File: src/rtl/core/dvd_cta_pkg.sv
// Shared types, constants and decode helpers for the DVD cell time accumulator.
// No dependencies; used by every module of the block.
package dvd_cta_pkg;

    localparam int TOTAL_W = 37;
    localparam int DUR_W   = 29;

    // Default depth of the queue between front and back
    localparam int QUEUE_DEPTH_DEF = 4;

    localparam logic [TOTAL_W-1:0] TOTAL_MAX = {TOTAL_W{1'b1}};

    localparam logic [1:0] ERR_NONE  = 2'd0;
    localparam logic [1:0] ERR_STILL = 2'd1;
    localparam logic [1:0] ERR_TIME  = 2'd2;
    localparam logic [1:0] ERR_ZERO  = 2'd3;

    localparam logic [1:0] RATE_25 = 2'd1;
    localparam logic [1:0] RATE_30 = 2'd3;

    // Classified cell, as handed from front to back
    typedef struct packed {
        logic             title_start;
        logic             program_first;
        logic             last_cell;
        logic             skip;
        logic             still_err;
        logic             time_err;
        logic [DUR_W-1:0] dur;
    } t_cell;

    function automatic logic bcd_ok(input logic [7:0] b);
        return (b[7:4] <= 4'd9) && (b[3:0] <= 4'd9);
    endfunction

    function automatic logic [6:0] bcd_val(input logic [7:0] b);
        return 7'(b[7:4]) * 7'd10 + 7'(b[3:0]);
    endfunction

    // frames * 1000 / 30, truncated, for frames below 30
    function automatic logic [9:0] frame_ms_30(input logic [5:0] f);
        logic [9:0] v;
        case (f)
            6'd0:  v = 10'd0;
            6'd1:  v = 10'd33;
            6'd2:  v = 10'd66;
            6'd3:  v = 10'd100;
            6'd4:  v = 10'd133;
            6'd5:  v = 10'd166;
            6'd6:  v = 10'd200;
            6'd7:  v = 10'd233;
            6'd8:  v = 10'd266;
            6'd9:  v = 10'd300;
            6'd10: v = 10'd333;
            6'd11: v = 10'd366;
            6'd12: v = 10'd400;
            6'd13: v = 10'd433;
            6'd14: v = 10'd466;
            6'd15: v = 10'd500;
            6'd16: v = 10'd533;
            6'd17: v = 10'd566;
            6'd18: v = 10'd600;
            6'd19: v = 10'd633;
            6'd20: v = 10'd666;
            6'd21: v = 10'd700;
            6'd22: v = 10'd733;
            6'd23: v = 10'd766;
            6'd24: v = 10'd800;
            6'd25: v = 10'd833;
            6'd26: v = 10'd866;
            6'd27: v = 10'd900;
            6'd28: v = 10'd933;
            6'd29: v = 10'd966;
            default: v = 10'd0;
        endcase
        return v;
    endfunction

endpackage

File: src/rtl/core/dvd_cta_front.sv
// Front end: checks and decodes one cell entry into a classified record.
// Depends on dvd_cta_pkg.
module dvd_cta_front (
    input  logic                  i_title_start,
    input  logic                  i_program_first,
    input  logic                  i_last_cell,
    input  logic [1:0]            i_angle_mode,
    input  logic [7:0]            i_still_byte,
    input  logic [7:0]            i_hours_bcd,
    input  logic [7:0]            i_minutes_bcd,
    input  logic [7:0]            i_seconds_bcd,
    input  logic [7:0]            i_frame_byte,
    output dvd_cta_pkg::t_cell    o_cell
);

    logic [1:0]  rate;
    logic [5:0]  frames;
    logic [6:0]  hh, mm, ss;
    logic        digits_ok;
    logic        frames_ok;
    logic [9:0]  frame_ms;
    logic [dvd_cta_pkg::DUR_W-1:0] dur;

    always_comb begin
        rate   = i_frame_byte[7:6];
        frames = 6'(i_frame_byte[5:4]) * 6'd10 + 6'(i_frame_byte[3:0]);
        hh     = dvd_cta_pkg::bcd_val(i_hours_bcd);
        mm     = dvd_cta_pkg::bcd_val(i_minutes_bcd);
        ss     = dvd_cta_pkg::bcd_val(i_seconds_bcd);

        digits_ok = dvd_cta_pkg::bcd_ok(i_hours_bcd) && dvd_cta_pkg::bcd_ok(i_minutes_bcd)
                 && dvd_cta_pkg::bcd_ok(i_seconds_bcd) && (mm < 7'd60) && (ss < 7'd60);

        case (rate)
            dvd_cta_pkg::RATE_25: begin
                frames_ok = frames < 6'd25;
                frame_ms  = 10'(frames) * 10'd40;
            end
            dvd_cta_pkg::RATE_30: begin
                frames_ok = frames < 6'd30;
                frame_ms  = dvd_cta_pkg::frame_ms_30(frames);
            end
            default: begin
                frames_ok = frames == 6'd0;
                frame_ms  = 10'd0;
            end
        endcase

        dur = dvd_cta_pkg::DUR_W'(hh) * 29'd3600000
            + dvd_cta_pkg::DUR_W'(mm) * 29'd60000
            + dvd_cta_pkg::DUR_W'(ss) * 29'd1000
            + dvd_cta_pkg::DUR_W'(frame_ms);

        o_cell.title_start   = i_title_start;
        o_cell.program_first = i_program_first;
        o_cell.last_cell     = i_last_cell;
        o_cell.skip          = i_angle_mode[1];
        o_cell.still_err     = i_still_byte != 8'd0;
        o_cell.time_err      = !(digits_ok && frames_ok);
        o_cell.dur           = dur;
    end

endmodule

File: src/rtl/core/dvd_cta_queue.sv
// Short FIFO of classified cells between front and back.
// Depends on dvd_cta_pkg.
module dvd_cta_queue #(
    parameter int DEPTH = dvd_cta_pkg::QUEUE_DEPTH_DEF
) (
    input  logic               i_clk,
    input  logic               i_rst_n,
    input  logic               i_wr_en,
    input  dvd_cta_pkg::t_cell i_wr_data,
    output logic               o_full,
    input  logic               i_rd_en,
    output dvd_cta_pkg::t_cell o_rd_data,
    output logic               o_empty
);

    localparam int PTR_W = (DEPTH > 1) ? $clog2(DEPTH) : 1;
    localparam int CNT_W = $clog2(DEPTH + 1);

    dvd_cta_pkg::t_cell r_mem [DEPTH];
    logic [PTR_W-1:0]   r_wr_ptr, n_wr_ptr;
    logic [PTR_W-1:0]   r_rd_ptr, n_rd_ptr;
    logic [CNT_W-1:0]   r_count,  n_count;
    logic               wr_go, rd_go;

    always_comb begin
        wr_go    = i_wr_en && !o_full;
        rd_go    = i_rd_en && !o_empty;
        n_wr_ptr = r_wr_ptr;
        n_rd_ptr = r_rd_ptr;
        n_count  = r_count;
        if (wr_go) begin
            n_wr_ptr = (r_wr_ptr == PTR_W'(DEPTH - 1)) ? '0 : r_wr_ptr + 1'b1;
        end
        if (rd_go) begin
            n_rd_ptr = (r_rd_ptr == PTR_W'(DEPTH - 1)) ? '0 : r_rd_ptr + 1'b1;
        end
        if (wr_go && !rd_go) begin
            n_count = r_count + 1'b1;
        end else if (rd_go && !wr_go) begin
            n_count = r_count - 1'b1;
        end
    end

    always_ff @(posedge i_clk) begin
        if (!i_rst_n) begin
            r_wr_ptr <= '0;
            r_rd_ptr <= '0;
            r_count  <= '0;
        end else begin
            r_wr_ptr <= n_wr_ptr;
            r_rd_ptr <= n_rd_ptr;
            r_count  <= n_count;
        end
    end

    always_ff @(posedge i_clk) begin
        if (wr_go) begin
            r_mem[r_wr_ptr] <= i_wr_data;
        end
    end

    assign o_rd_data = r_mem[r_rd_ptr];
    assign o_full    = r_count == CNT_W'(DEPTH);
    assign o_empty   = r_count == '0;

endmodule

File: src/rtl/core/dvd_cta_back.sv
// Back end: applies classified cells to the running total and sticky error,
// and holds the result in the output register. Depends on dvd_cta_pkg.
module dvd_cta_back (
    input  logic                              i_clk,
    input  logic                              i_rst_n,
    input  dvd_cta_pkg::t_cell                i_cell,
    input  logic                              i_empty,
    output logic                              o_pop,
    output logic                              o_valid,
    input  logic                              i_ready,
    output logic [dvd_cta_pkg::TOTAL_W-1:0]   o_cell_start_ms,
    output logic [dvd_cta_pkg::DUR_W-1:0]     o_cell_duration_ms,
    output logic                              o_included,
    output logic                              o_program_start,
    output logic [dvd_cta_pkg::TOTAL_W-1:0]   o_total_ms,
    output logic [1:0]                        o_error_code
);

    logic [dvd_cta_pkg::TOTAL_W-1:0] r_total, n_total;
    logic [1:0]                      r_err,   n_err;
    logic                            r_valid;
    logic [dvd_cta_pkg::TOTAL_W-1:0] r_start, r_out_total;
    logic [dvd_cta_pkg::DUR_W-1:0]   r_dur;
    logic                            r_inc, r_prog;
    logic [1:0]                      r_out_err;

    logic [dvd_cta_pkg::TOTAL_W-1:0] base_total;
    logic [1:0]                      base_err;
    logic [dvd_cta_pkg::TOTAL_W:0]   sum;
    logic [dvd_cta_pkg::DUR_W-1:0]   n_dur;
    logic                            n_inc;

    assign o_pop = !i_empty && (!r_valid || i_ready);

    always_comb begin
        base_total = i_cell.title_start ? '0 : r_total;
        base_err   = i_cell.title_start ? dvd_cta_pkg::ERR_NONE : r_err;
        sum        = {1'b0, base_total} + (dvd_cta_pkg::TOTAL_W + 1)'(i_cell.dur);
        n_total    = base_total;
        n_err      = base_err;
        n_dur      = '0;
        n_inc      = 1'b0;
        if (base_err == dvd_cta_pkg::ERR_NONE && !i_cell.skip) begin
            if (i_cell.still_err) begin
                n_err = dvd_cta_pkg::ERR_STILL;
            end else if (i_cell.time_err) begin
                n_err = dvd_cta_pkg::ERR_TIME;
            end else begin
                n_dur   = i_cell.dur;
                n_inc   = 1'b1;
                n_total = sum[dvd_cta_pkg::TOTAL_W] ? dvd_cta_pkg::TOTAL_MAX
                                                    : sum[dvd_cta_pkg::TOTAL_W-1:0];
            end
        end
        if (n_err == dvd_cta_pkg::ERR_NONE && i_cell.last_cell && n_total == '0) begin
            n_err = dvd_cta_pkg::ERR_ZERO;
        end
    end

    always_ff @(posedge i_clk) begin
        if (!i_rst_n) begin
            r_total <= '0;
            r_err   <= dvd_cta_pkg::ERR_NONE;
            r_valid <= 1'b0;
        end else begin
            if (o_pop) begin
                r_total <= n_total;
                r_err   <= n_err;
                r_valid <= 1'b1;
            end else if (i_ready) begin
                r_valid <= 1'b0;
            end
        end
    end

    // Load the result register on every pop; hold otherwise
    always_ff @(posedge i_clk) begin
        if (o_pop) begin
            r_start     <= base_total;
            r_dur       <= n_dur;
            r_inc       <= n_inc;
            r_prog      <= i_cell.program_first;
            r_out_total <= n_total;
            r_out_err   <= n_err;
        end
    end

    assign o_valid            = r_valid;
    assign o_cell_start_ms    = r_start;
    assign o_cell_duration_ms = r_dur;
    assign o_included         = r_inc;
    assign o_program_start    = r_prog;
    assign o_total_ms         = r_out_total;
    assign o_error_code       = r_out_err;

endmodule

File: src/rtl/core/dvd_cell_time_accumulator.sv
// Top level of the DVD cell time accumulator: front decoder, queue, back end.
// Depends on dvd_cta_pkg, dvd_cta_front, dvd_cta_queue, dvd_cta_back.
//
//  channel | direction | handshake          | payload
//  --------+-----------+--------------------+-------------------------------------
//  cell in | input     | i_valid / o_ready  | title/program/last flags, mode, times
//  result  | output    | o_valid / i_ready  | start, duration, flags, total, error
//
// One cell per cycle sustained while i_ready is high; a cell is written to the
// queue, then popped into the back end's output register that holds its result.
// Synchronous active-low reset clears the total, the sticky error and the queue.
// While the result side stalls, the queue takes up to QUEUE_DEPTH cells before
// o_ready drops.
module dvd_cell_time_accumulator #(
    parameter int QUEUE_DEPTH = dvd_cta_pkg::QUEUE_DEPTH_DEF
) (
    input  logic                              i_clk,
    input  logic                              i_rst_n,
    input  logic                              i_valid,
    output logic                              o_ready,
    input  logic                              i_title_start,
    input  logic                              i_program_first,
    input  logic                              i_last_cell,
    input  logic [1:0]                        i_angle_mode,
    input  logic [7:0]                        i_still_byte,
    input  logic [7:0]                        i_hours_bcd,
    input  logic [7:0]                        i_minutes_bcd,
    input  logic [7:0]                        i_seconds_bcd,
    input  logic [7:0]                        i_frame_byte,
    output logic                              o_valid,
    input  logic                              i_ready,
    output logic [dvd_cta_pkg::TOTAL_W-1:0]   o_cell_start_ms,
    output logic [dvd_cta_pkg::DUR_W-1:0]     o_cell_duration_ms,
    output logic                              o_included,
    output logic                              o_program_start,
    output logic [dvd_cta_pkg::TOTAL_W-1:0]   o_total_ms,
    output logic [1:0]                        o_error_code
);

    dvd_cta_pkg::t_cell front_cell;
    dvd_cta_pkg::t_cell queue_cell;
    logic               queue_full;
    logic               queue_empty;
    logic               back_pop;

    dvd_cta_front u_front (
        .i_title_start   (i_title_start),
        .i_program_first (i_program_first),
        .i_last_cell     (i_last_cell),
        .i_angle_mode    (i_angle_mode),
        .i_still_byte    (i_still_byte),
        .i_hours_bcd     (i_hours_bcd),
        .i_minutes_bcd   (i_minutes_bcd),
        .i_seconds_bcd   (i_seconds_bcd),
        .i_frame_byte    (i_frame_byte),
        .o_cell          (front_cell)
    );

    dvd_cta_queue #(
        .DEPTH (QUEUE_DEPTH)
    ) u_queue (
        .i_clk     (i_clk),
        .i_rst_n   (i_rst_n),
        .i_wr_en   (i_valid),
        .i_wr_data (front_cell),
        .o_full    (queue_full),
        .i_rd_en   (back_pop),
        .o_rd_data (queue_cell),
        .o_empty   (queue_empty)
    );

    dvd_cta_back u_back (
        .i_clk              (i_clk),
        .i_rst_n            (i_rst_n),
        .i_cell             (queue_cell),
        .i_empty            (queue_empty),
        .o_pop              (back_pop),
        .o_valid            (o_valid),
        .i_ready            (i_ready),
        .o_cell_start_ms    (o_cell_start_ms),
        .o_cell_duration_ms (o_cell_duration_ms),
        .o_included         (o_included),
        .o_program_start    (o_program_start),
        .o_total_ms         (o_total_ms),
        .o_error_code       (o_error_code)
    );

    assign o_ready = !queue_full;

endmodule
File: config.mk
export PLATFORM = sky130hd
export DESIGN_NAME = dvd_cell_time_accumulator
export DESIGN_NICKNAME = d
export VERILOG_FILES = /design/src/rtl/core/dvd_cta_pkg.sv /design/src/rtl/core/dvd_cta_front.sv /design/src/rtl/core/dvd_cta_queue.sv /design/src/rtl/core/dvd_cta_back.sv /design/src/rtl/core/dvd_cell_time_accumulator.sv
export SDC_FILE = /design/constraint.sdc
export NUM_CORES = 1
export LEC_CHECK = 0
export ABC_AREA = 1
export BUFFER_PORTS_ARGS = -buffer_cell sky130_fd_sc_hd__buf_2
export CAP_MARGIN = 20
export CORE_ASPECT_RATIO = 0.6
export CORE_MARGIN = 2
export CORE_UTILIZATION = 45
export CTS_CLUSTER_DIAMETER = 50
export DETAILED_ROUTE_END_ITERATION = 10
export GPL_ROUTABILITY_DRIVEN = 0
export PLACE_DENSITY = 0.76
export REMOVE_ABC_BUFFERS = 1
export SLEW_MARGIN = 0
export SYNTH_ARGS = -nofsm -noshare
export SYNTH_HDL_FRONTEND = slang
export SYNTH_SLANG_ARGS = --single-unit
File: constraint.sdc
create_clock -name i_clk -period 8.6 [get_ports i_clk]
set_input_delay 1.29 -clock i_clk [delete_from_list [all_inputs] [get_ports i_clk]]
set_output_delay 1.29 -clock i_clk [all_outputs]
set_load 0.02 [all_outputs]
# == Yosys cells after proc, flatten, opt, wreduce, memory -nomap -nowiden ==
# Memories as Yosys holds them, arrays and structs flattened. A register that Yosys moved wholly into a read port is not among the register bits.
# Cells that the tools add are included.
# totals
input_bits,49
regBits,154
mem_count,2
romBits,320
latchBits,0
mem_bits_rw,140
out_inout_bits,109
elab_cells,108
# classes
addsub,12
n_bitwise,1
div_mod_pow,0
n_eq_ne,5
order_cmp,10
shifts,0
mux,24
mul,8
n_reduce_logical,34
# mem_list
name,words,word_bits,rd,rd_ports_with_merged_regs,write_ports,line_no,text
(no name shown),32,10,1,0,0,dvd_cta_pkg.sv:43,case (f)
u_queue.r_mem,4,35,1,1,1,dvd_cta_queue.sv:19,dvd_cta_pkg::t_cell r_mem [DEPTH];
# ops
op,n
$mux W37,5
$add A37 B29 Y38,1
$logic_not A37 Y1,1
$add A29 B10 Y29,1
$add A29 B17 Y29,1
$add A29 B23 Y29,1
$le A4 B4 Y1 const B,6
$mul A7 B15 Y22 const B,1
$add A7 B4 Y7,3
$pmux W10 S2,1
$mul A4 B3 Y6 const B,3
$mul A7 B11 Y18 const B,1
$mux W2,9
$logic_and A1 B1 Y1,16
$lt A7 B6 Y1 const B,2
$mul A7 B7 Y14 const B,1
$lt A6 B5 Y1 const B,2
$mux W10,1
$reduce_bool A8 Y1,1
$logic_not A1 Y1,7
$mul A6 B3 Y7 const B,1
$add A6 B4 Y6,1
$eq A2 B2 Y1 const B,3
$logic_not A6 Y1,1
16 further kinds,24

# == Depth between registers and ports, before layout ==
# Gate-level depths: netlist (run 1).
# depth
depth_word,9
depth_mapped,39
mapped_depth_nobuf,39

# == Cells and area by module ==
# Synthesis (run 1) repeated with hierarchy kept, for this count alone.
# unflattened
cells_unflattened,2705
area_unflattened_um2,22660.5
# by_module_without_submodules
mod,seq_area_each_um2,cells_per_inst,instances,area_each_um2
dvd_cta_back,4013.8,1213,1,8722.1
dvd_cta_front,0.0,1081,1,8259.2
dvd_cta_queue,4384.2,410,1,5675.4
dvd_cell_time_accumulator,0.0,1,1,3.8

# == Worst setup path before layout (run 1) ==
# No wires, ideal clock.
# synth_path
kind,input to register
start,input port i_hours_bcd[5]
end,memory u_queue.r_mem[0][27] (netlist name) (data pin)
n_path_buf,0
setup_ps,276
stages,32
arrival_ps,8323
slack_ps,1
required_time_ps,8324
cell_sequence,ha_1 > ha_1 > fa_1 > and3_1 > xor2_1 > inv_1 > ha_1 > ha_1 > fa_1 > fa_1 > inv_1 > fa_1 > inv_1 > ha_1 > nand2_1 > nor4_1 > nor2_1 > o21ai_0 > a21oi_1 > o21bai_1 > a31oi_1 > xnor2_1 > ha_1 > ha_1 > ha_1 > nand2_1 > nor4_1 > o21ai_0 > nand4_1 > a31oi_1 > nor3_1 > xnor2_1
# synth_rtl
element,line_no,text
start: declaration,dvd_cell_time_accumulator.sv:26,"input logic [7:0] i_hours_bcd,"
end: declaration,dvd_cta_queue.sv:19,

==> impl_metrics.tcl, run 1 <==
set metrics [dict create \
    io_buffer_count 156 \
    netlist_instances 2492 \
    htreeDepth 1 \
    finalCritPeriodShare_pct 96.1 \
    hp-class "reg -> reg" \
    dp_hpwl_um 42500 \
    grt_max_degree 92 \
    slew_viol_final 0 \
    startpoint_type "input pin" \
    num_vias 17900 \
    fin_hold_ws_ns 0.531 \
    critPathMaxFanout 5 \
    clock_sinks 296 \
    final_cells 3399 \
    grt_overflow 0 \
    crit_path_end_kind "flip-flop" \
    status "complete, no violations" \
    fin_crit_ns 8.27 \
    cts-buffers-inserted 25 \
    wl_per_cell_um 16.4 \
    via_per_inst 5.26 \
    dpl-instance-area_mm2 0.0239 \
    cpPeakStageDelay_ns 0.55 \
    fin_nets 3123 \
    final_cell_mix "nand2_1 (514), inv_1 (432), edfxtp_1 (247)" \
    holdBufCountCts 0 \
    synth_ff_type "edfxtp_1" \
    ys_seq_area_share_pct 38.7 \
    synth_edf_count 247 \
    worst-endpoint-required_ns 8.88 \
    slew-limit-headroom_pct 29.7 \
    hold_viol_final 0 \
    synth.distinct_cells 51 \
    start_util_pct 45.5 \
    grt_pass1_vias 17700 \
    layout.cells.most_common "nand2_1" \
    wirelength_um 55800 \
    final_cell_area_mm2 0.0250 \
    place_inst 3349 \
    ant_nets 0 \
    path_common_cell "ha_1" \
    antenna_found_initial 3 \
    num_io_pins 158 \
    fin_skew_ns 0.0137 \
    grt_usage_pct 22.2 \
    clk_pin_slew_ns 0.07 \
    setup_viol 0 \
    crit_slowest_cell "fa_1" \
    ys_async_sr_fraction_pct 0 \
    cpLargestDelayFamily "adder cells" \
    tns_ns 0 \
    ctsRootBufferMaster "clkbuf_16" \
    clk_latency_ns 0.55 \
    drive_gt1_share_pct 13.5 \
    drt-pass1-iter-count 8 \
    num_rows 62 \
    avgSynthCellArea_um2 8.71 \
    cts_tree "yes" \
    syn2layout_area_growth_pct 15.3 \
    clock_path_buffers 3 \
    worstPathArrival_ns 8.54 \
    synth.cell_area_mm2 0.0217 \
    critPathKind "in -> reg" \
    worstMarginPinSlew_ns 1.05 \
    grt_pass1_wl_um 89700 \
    synth_warnings 0 \
    fmax_ghz 0.121 \
    crit_buf_inv 8 \
    drcViolationCount 0 \
    die-area_mm2 0.0501 \
    die_h_um 174 \
    ys_seq_elements 296 \
    fp.dieW_um 288 \
    dr.first_iter.drc_count 1871 \
    maxCapViolCount 0 \
    coreArea_mm2 0.0477 \
]
[routing by layer]
layer	part of all wire [%]	vias up	routed length, um	global-route usage, %
met5	0.038	-	21	0
met4	2.0	4	1120	4.06
met3	8.5	99	4740	3.64
met2	44	750	24400	34.4
met1	46	8400	25500	32.9
li1	-	8625	-	-
[cell type report]
cell class              count  area [um^2]
well taps                 640          801
clock buffers              33          656
multi-input cells        1707        11800
clock inverters            12          109
diodes                      1         2.50
repair buffers            273         1660
inverters                 437         1650
fillers                  4191        22700
flip-flops and latches    296         8400
[tightest hold or removal path: cells and delay by family (launching register included)]
family                 cells  cell delay (ns)
buffers and inverters      1             0.08
flip-flops                 1             0.34
AO/OA/AOI/OAI              1             0.06
[registers in the layout, summed over array words and instances (netlist names), named ones only]
| signal | count |
|---|---|
| u_back.o_valid | 1 |
| u_back.o_program_start | 1 |
| u_back.r_total | 37 |
| u_back.o_included | 1 |
| u_back.o_total_ms | 37 |
| u_queue.r_count | 3 |
| u_queue.r_wr_ptr | 2 |
| u_back.o_error_code | 2 |
| u_back.o_cell_start_ms | 37 |
| u_queue.r_rd_ptr | 2 |
| u_back.r_err | 2 |
| u_queue.r_mem | 140 |
| u_back.o_cell_duration_ms | 29 |
[path summary, 6_finish.rpt]
kind | startpoint | to | slack, ns | depth (start not counted)
max | i_hours_bcd[5] | u_queue.r_mem[1][28] | 0.33 | 36
min | u_back.r_total[33] | u_back.r_total[33] | 0.53 | 2
max reg2reg | flip-flop | u_back.o_error_code[0] | 3.02 | 26
min reg2reg | u_back.r_total[33] | u_back.r_total[33] | 0.53 | 2
[stage by stage]
| step | utilization, % | setup slack [ns] |
|---|---|---|
| after floorplan | - | -3.90 |
| after global placement | 50.1 | -0.272 |
| after detailed placement | 50.1 | -0.468 |
| after CTS | 51.8 | 0.0473 |
| after global routing | 52.5 | -0.109 |
| final | 52.5 | 0.332 |
[synth_stat cells (2+ instances only)]
cell	n	share of area, %
a32oi_1	2	0.081
a21oi_1	159	3.7
nand4_1	21	0.61
inv_4	2	0.058
inv_1	432	7.5
xor2_1	62	2.5
xnor2_1	36	1.5
nor2_2	3	0.086
dfxtp_1	49	4.5
a211oi_1	2	0.069
nor2_1	225	3.9
o22ai_1	4	0.12
buf_2	3	0.069
nand3_2	4	0.18
ha_1	246	14
o21ai_0	160	3.7
inv_2	2	0.035
o21bai_1	10	0.35
and2_1	2	0.058
nand2_2	2	0.058
buf_6	8	0.41
a31oi_1	7	0.20
nor3b_1	2	0.069
fa_1	88	8.1
o211ai_1	5	0.17
nor3_1	10	0.23
nand3b_1	7	0.24
nor4_1	6	0.17
or2_2	5	0.14
clkbuf_1	33	0.57
edfxtp_1	247	34
nand2_1	517	8.9
nand3_1	95	2.2
o31ai_1	3	0.10
a21o_1	7	0.24
a21boi_0	4	0.14
o2111ai_1	2	0.081
buf_1	7	0.12
[repair_timing]
item	4_1_cts	5_1_grt
setup buffers	0	4
endpoints found under the setup margin	0	40
gates resized for setup	0	52
[logic make-up after synthesis]
| logic type | count (synthesis) | share of synthesized area [%] |
|---|---|---|
| buf+inv | 489 | 8.79 |
| compound gates | 372 | 9.20 |
| fa+ha+maj | 334 | 22.3 |
| simple gates | 903 | 17.1 |
| flops | 296 | 38.7 |
| xor+xnor | 98 | 3.95 |
Power of run 1 is left out: the tool's default activity adds up to more than one toggle a clock period on the data nets, which glitch-free logic cannot reach.
==> inputs of run 2 (changes only) <==
--- a/config.mk
+++ b/config.mk
@@ -18,3 +18,2 @@
 export REMOVE_ABC_BUFFERS = 1
-export SLEW_MARGIN = 0
 export SYNTH_ARGS = -nofsm -noshare
==> constraint.sdc (replaced) <==
create_clock -name i_clk -period 8.6 [get_ports i_clk]
set_input_delay 0.43 -clock i_clk [delete_from_list [all_inputs] [get_ports i_clk]]
set_output_delay 0.43 -clock i_clk [all_outputs]
set_load 0.02 [all_outputs]
==> run 2 against run 1 <==
Sequential share of layout area up 1.4 points. Die area is the same. Setup slack better by 0.28 ns. Critical path depth increased by 2. Non-clock buffer count is 97 lower. Maximum frequency up 3.5%. Design area is 4.1% lower. Highest routed layer unchanged.
==> impl_metrics.tcl, run 2 (synthesized netlist as in run 1, its figures left out) <==
set metrics [dict create \
    maxCapViolCount 0 \
    grt-busiest-layer "met2" \
    start_util_pct 45.5 \
    crit_path_end_kind "flip-flop" \
    fin_nets 3026 \
    wirelength_um 53900 \
    fin_util_pct 50.3 \
    die-area_mm2 0.0501 \
    status "complete, no violations" \
    grt_usage_pct 21.5 \
    num_vias 17400 \
    worstMarginPinSlew_ns 1.05 \
    startpoint_type "input pin" \
    syn2layout_area_growth_pct 10.6 \
    critPathMaxFanout 4 \
    layout.cells.most_common "nand2_1" \
    grt.met3_usage_pct 3.74 \
    clk_pin_slew_ns 0.07 \
    grt_max_degree 92 \
    worstPathArrival_ns 8.33 \
    grt_use_met1_pct 31.6 \
    place_inst 3256 \
    final_cells 3303 \
    clk_latency_ns 0.54 \
    setup_viol 0 \
    drcViolationCount 0 \
    antenna_found_initial 4 \
    grt_overflow 0 \
    fin_crit_ns 7.99 \
    hold_viol_final 0 \
    final_cell_area_mm2 0.0240 \
    io_buffer_count 156 \
    clock_sinks 296 \
    cts-buffers-inserted 25 \
    cts_tree "yes" \
    htreeDepth 1 \
    critPathKind "in -> reg" \
    finalCritPeriodShare_pct 92.9 \
    largest_reg_flops 140 \
    ant_nets 0 \
    slew-limit-headroom_pct 30.3 \
    clock_path_buffers 3 \
    die_h_um 174 \
    wl_per_cell_um 16.3 \
    ctsRootBufferMaster "clkbuf_16" \
    dpl-instance-area_mm2 0.0232 \
    drive_gt1_share_pct 9.09 \
    dp_hpwl_um 41700 \
    drt-pass1-iter-count 7 \
    fin_skew_ns 0.0200 \
    coreArea_mm2 0.0477 \
    holdBufCountCts 0 \
    grt_pass1_vias 17000 \
    final_cell_mix "nand2_1 (517), inv_1 (432), edfxtp_1 (247)" \
    largest-register "u_queue.r_mem" \
    fp.dieW_um 288 \
    rsz0062_at_grt "false" \
    worst-endpoint-required_ns 8.94 \
    via_per_inst 5.26 \
    crit_slowest_cell "fa_1" \
    num_rows 62 \
    slew_viol_final 0 \
    hp-class "in -> reg" \
    num_io_pins 158 \
    grt_pass1_wl_um 86700 \
    cpPeakStageDelay_ns 0.54 \
    path_common_cell "ha_1" \
    fmax_ghz 0.125 \
    dr.first_iter.drc_count 1802 \
    grt.met2_usage_pct 33.9 \
]
## run 2: worst max-delay path: cells and delay by family
kind | cells | cell delay [ns]
xor+xnor | 3 | 0.82
simple gates | 11 | 1.47
compound gates | 6 | 1.20
buf+inv | 7 | 0.50
fa+ha+maj | 11 | 3.89
## run 2: area by class of cell
class                           count  area [um^2]
Inverter                          437         1650
Sequential cell                   296         8400
Tap cell                          640          801
Timing Repair Buffer              176          931
Clock inverter                     17          133
Clock buffer                       28          637
Fill cell                        4318        23700
Multi-Input combinational cell   1707        11500
Antenna cell                        2         5.00
## run 2: path summary, 6_finish.rpt
check	from	end	slack, ns	cells after the start
setup / recovery	i_minutes_bcd[5]	u_queue.r_mem[1][26]	0.61	38
hold / removal	i_angle_mode[1]	u_queue.r_mem[3][31]	0.11	1
setup reg to reg	flip-flop	u_back.r_err[0]	3.10	32
hold reg to reg	u_back.r_total[33]	u_back.r_total[33]	0.55	2
## run 2: layer usage
| metal | part of all wire, % | vias to the layer above |
|---|---|---|
| li1 | - | 8449 |
| met1 | 46 | 8183 |
| met2 | 44 | 646 |
| met3 | 8.4 | 79 |
| met4 | 1.6 | 4 |
| met5 | 0.050 | - |
## run 2: per-stage QoR
| step | hold slack [ns] | setup TNS [ns] | setup WS (ns) |
|---|---|---|---|
| after floorplan | 0.459 | -135.17 | -3.57 |
| after global placement | 0.497 | 0 | 0.332 |
| after detailed placement | 0.529 | 0 | 0.0521 |
| after CTS | 0.0935 | 0 | 0.588 |
| after global routing | 0.102 | 0 | 0.00389 |
| final | 0.107 | 0 | 0.615 |
## run 2: timing repair
action	in CTS	in global routing
setup buffers	0	0
setup endpoints to repair	0	12
resized for setup	0	2
Power of run 2 is left out for the same reason.
==> inputs of run 3 (changes only) <==
- PLACE_DENSITY: 0.76 -> 0.73
- clock period: 8.6 -> 8.2 ns (I/O delays scaled with it)
==> run 3 against run 2 <==
Clock skew down 0.0079 ns. Critical path depth up 1. Flip-flop and latch count unchanged. Clock-buffer cell count up 5. Core utilization up 0.37 points. Final cell count up 0.33%. Register-to-register slack worse by 0.62 ns. Sequential share of layout area down 0.26 points. First-iteration DRC count down 6.0%. Wire length about the same. Die area unchanged. Setup slack worse by 0.19 ns.
==> impl_metrics.tcl, run 3 (synthesized netlist as in run 1, its figures left out) <==
set metrics [dict create \
    ant_nets 0 \
    slew_viol_final 0 \
    drt-pass1-iter-count 6 \
    path_common_cell "ha_1" \
    wl_per_cell_um 16.3 \
    worst-endpoint-required_ns 8.48 \
    final_cell_mix "nand2_1 (516), inv_1 (432), edfxtp_1 (247)" \
    status "complete, no violations" \
    fin_nets 3036 \
    num_vias 17300 \
    slew-limit-headroom_pct 29.3 \
    fin_skew_ns 0.0122 \
    multiInputGateArea_mm2 0.0115 \
    antenna_found_initial 1 \
    die_h_um 174 \
    io_buffer_count 156 \
    largest-register "u_queue.r_mem" \
    grt_max_degree 101 \
    coreArea_mm2 0.0477 \
    dp_hpwl_um 41700 \
    finalCritPeriodShare_pct 94.8 \
    clk_pin_slew_ns 0.07 \
    fmax_ghz 0.129 \
    num_io_pins 158 \
    syn2layout_area_growth_pct 11.4 \
    fin_crit_ns 7.77 \
    cpPeakStageDelay_ns 0.56 \
    fp.dieW_um 288 \
    dr.first_iter.drc_count 1693 \
    start_util_pct 45.5 \
    hp-class "in -> reg" \
    grt_usage_pct 21.5 \
    final_cell_area_mm2 0.0242 \
    setup_viol 0 \
    grt_overflow 0 \
    ctsRootBufferMaster "clkbuf_16" \
    cts_tree "yes" \
    cts-buffers-inserted 25 \
    crit_path_end_kind "flip-flop" \
    grt_pass1_wl_um 86600 \
    clock_path_buffers 3 \
    wirelength_um 53900 \
    num_rows 62 \
    fillers 4303 \
    largest_reg_flops 140 \
    clk_latency_ns 0.55 \
    grt_pass1_vias 16800 \
    critPathMaxFanout 4 \
    crit_slowest_cell "fa_1" \
    drcViolationCount 0 \
    seq_area_mm2 0.00840 \
    clock_sinks 296 \
    htreeDepth 1 \
    layout.cells.most_common "nand2_1" \
    critPathKind "in -> reg" \
    die-area_mm2 0.0501 \
    worstPathArrival_ns 8.05 \
    drive_gt1_share_pct 9.92 \
    hold_viol_final 0 \
    worstMarginPinSlew_ns 1.06 \
    maxCapViolCount 0 \
    via_per_inst 5.22 \
    startpoint_type "input pin" \
    dpl-instance-area_mm2 0.0233 \
]
## run 3: cell count changes in the layout (fill, tap and decap cells not counted), sizes merged
| cell | before | now |
|---|---|---|
| clkinv | 13 | 9 |
| buf | 176 | 186 |
| clkbuf | 28 | 33 |
| diode | 2 | 3 |
| bufinv | 2 | 1 |
## run 3: timing repair
action | in CTS | in global routing
resized for setup | 0 | 14
setup buffers | 0 | 0
setup endpoints to repair | 0 | 24
hold buffers | 0 | 0
## run 3: layout make-up
type / instances / area share (%)
Multi-Input combinational cell: 1707 / 47.5
Sequential cell: 296 / 34.7
Inverter: 437 / 6.80
Timing Repair Buffer: 186 / 4.16
Tap cell: 640 / 3.31
Clock buffer: 33 / 3.09
Clock inverter: 12 / 0.398
Antenna cell: 3 / 0.0310
## run 3: path summary, 6_finish.rpt
kind              slack (ns)                endpoint  depth (start not counted)                from
setup / recovery        0.43    u_queue.r_mem[3][28]                         39    i_minutes_bcd[5]
hold / removal          0.08    u_queue.r_mem[0][34]                          1       i_title_start
setup reg to reg        2.48  u_back.o_error_code[0]                         22           flip-flop
hold reg to reg         0.52      u_back.r_total[33]                          2  u_back.r_total[33]
## run 3: stage by stage
| step | utilization [%] | instances | TNS, ns | worst slack [ns] | hold WS [ns] |
|---|---|---|---|---|---|
| after floorplan | - | 2440 | -196.77 | -3.97 | 0.459 |
| after CTS | 50.6 | 3311 | 0 | 0.319 | 0.0596 |
| after global placement | 48.8 | 3266 | 0 | 0.0538 | 0.498 |
| after detailed placement | 48.8 | 3266 | -2.78 | -0.187 | 0.505 |
| after global routing | 50.7 | 3311 | -0.115 | -0.0241 | 0.0667 |
| final | 50.7 | 3314 | 0 | 0.426 | 0.0777 |
## run 3: worst max-delay path: cells and delay by family
kind	cells	cell delay (ns)
AO/OA/AOI/OAI	8	1.38
XOR/XNOR	2	0.47
adder cells (fa/ha/maj)	11	3.96
buffers and inverters	7	0.48
AND/OR/NAND/NOR	11	1.38
## run 3: routing by layer
metal	GRT usage (%)	part of all wire, %	up-vias
li1	-	-	8458
met3	3.57	8.2	64
met5	0	0	-
met2	33.4	43	625
met1	32.1	47	8168
met4	2.97	1.4	0
Power of run 3 is left out for the same reason.
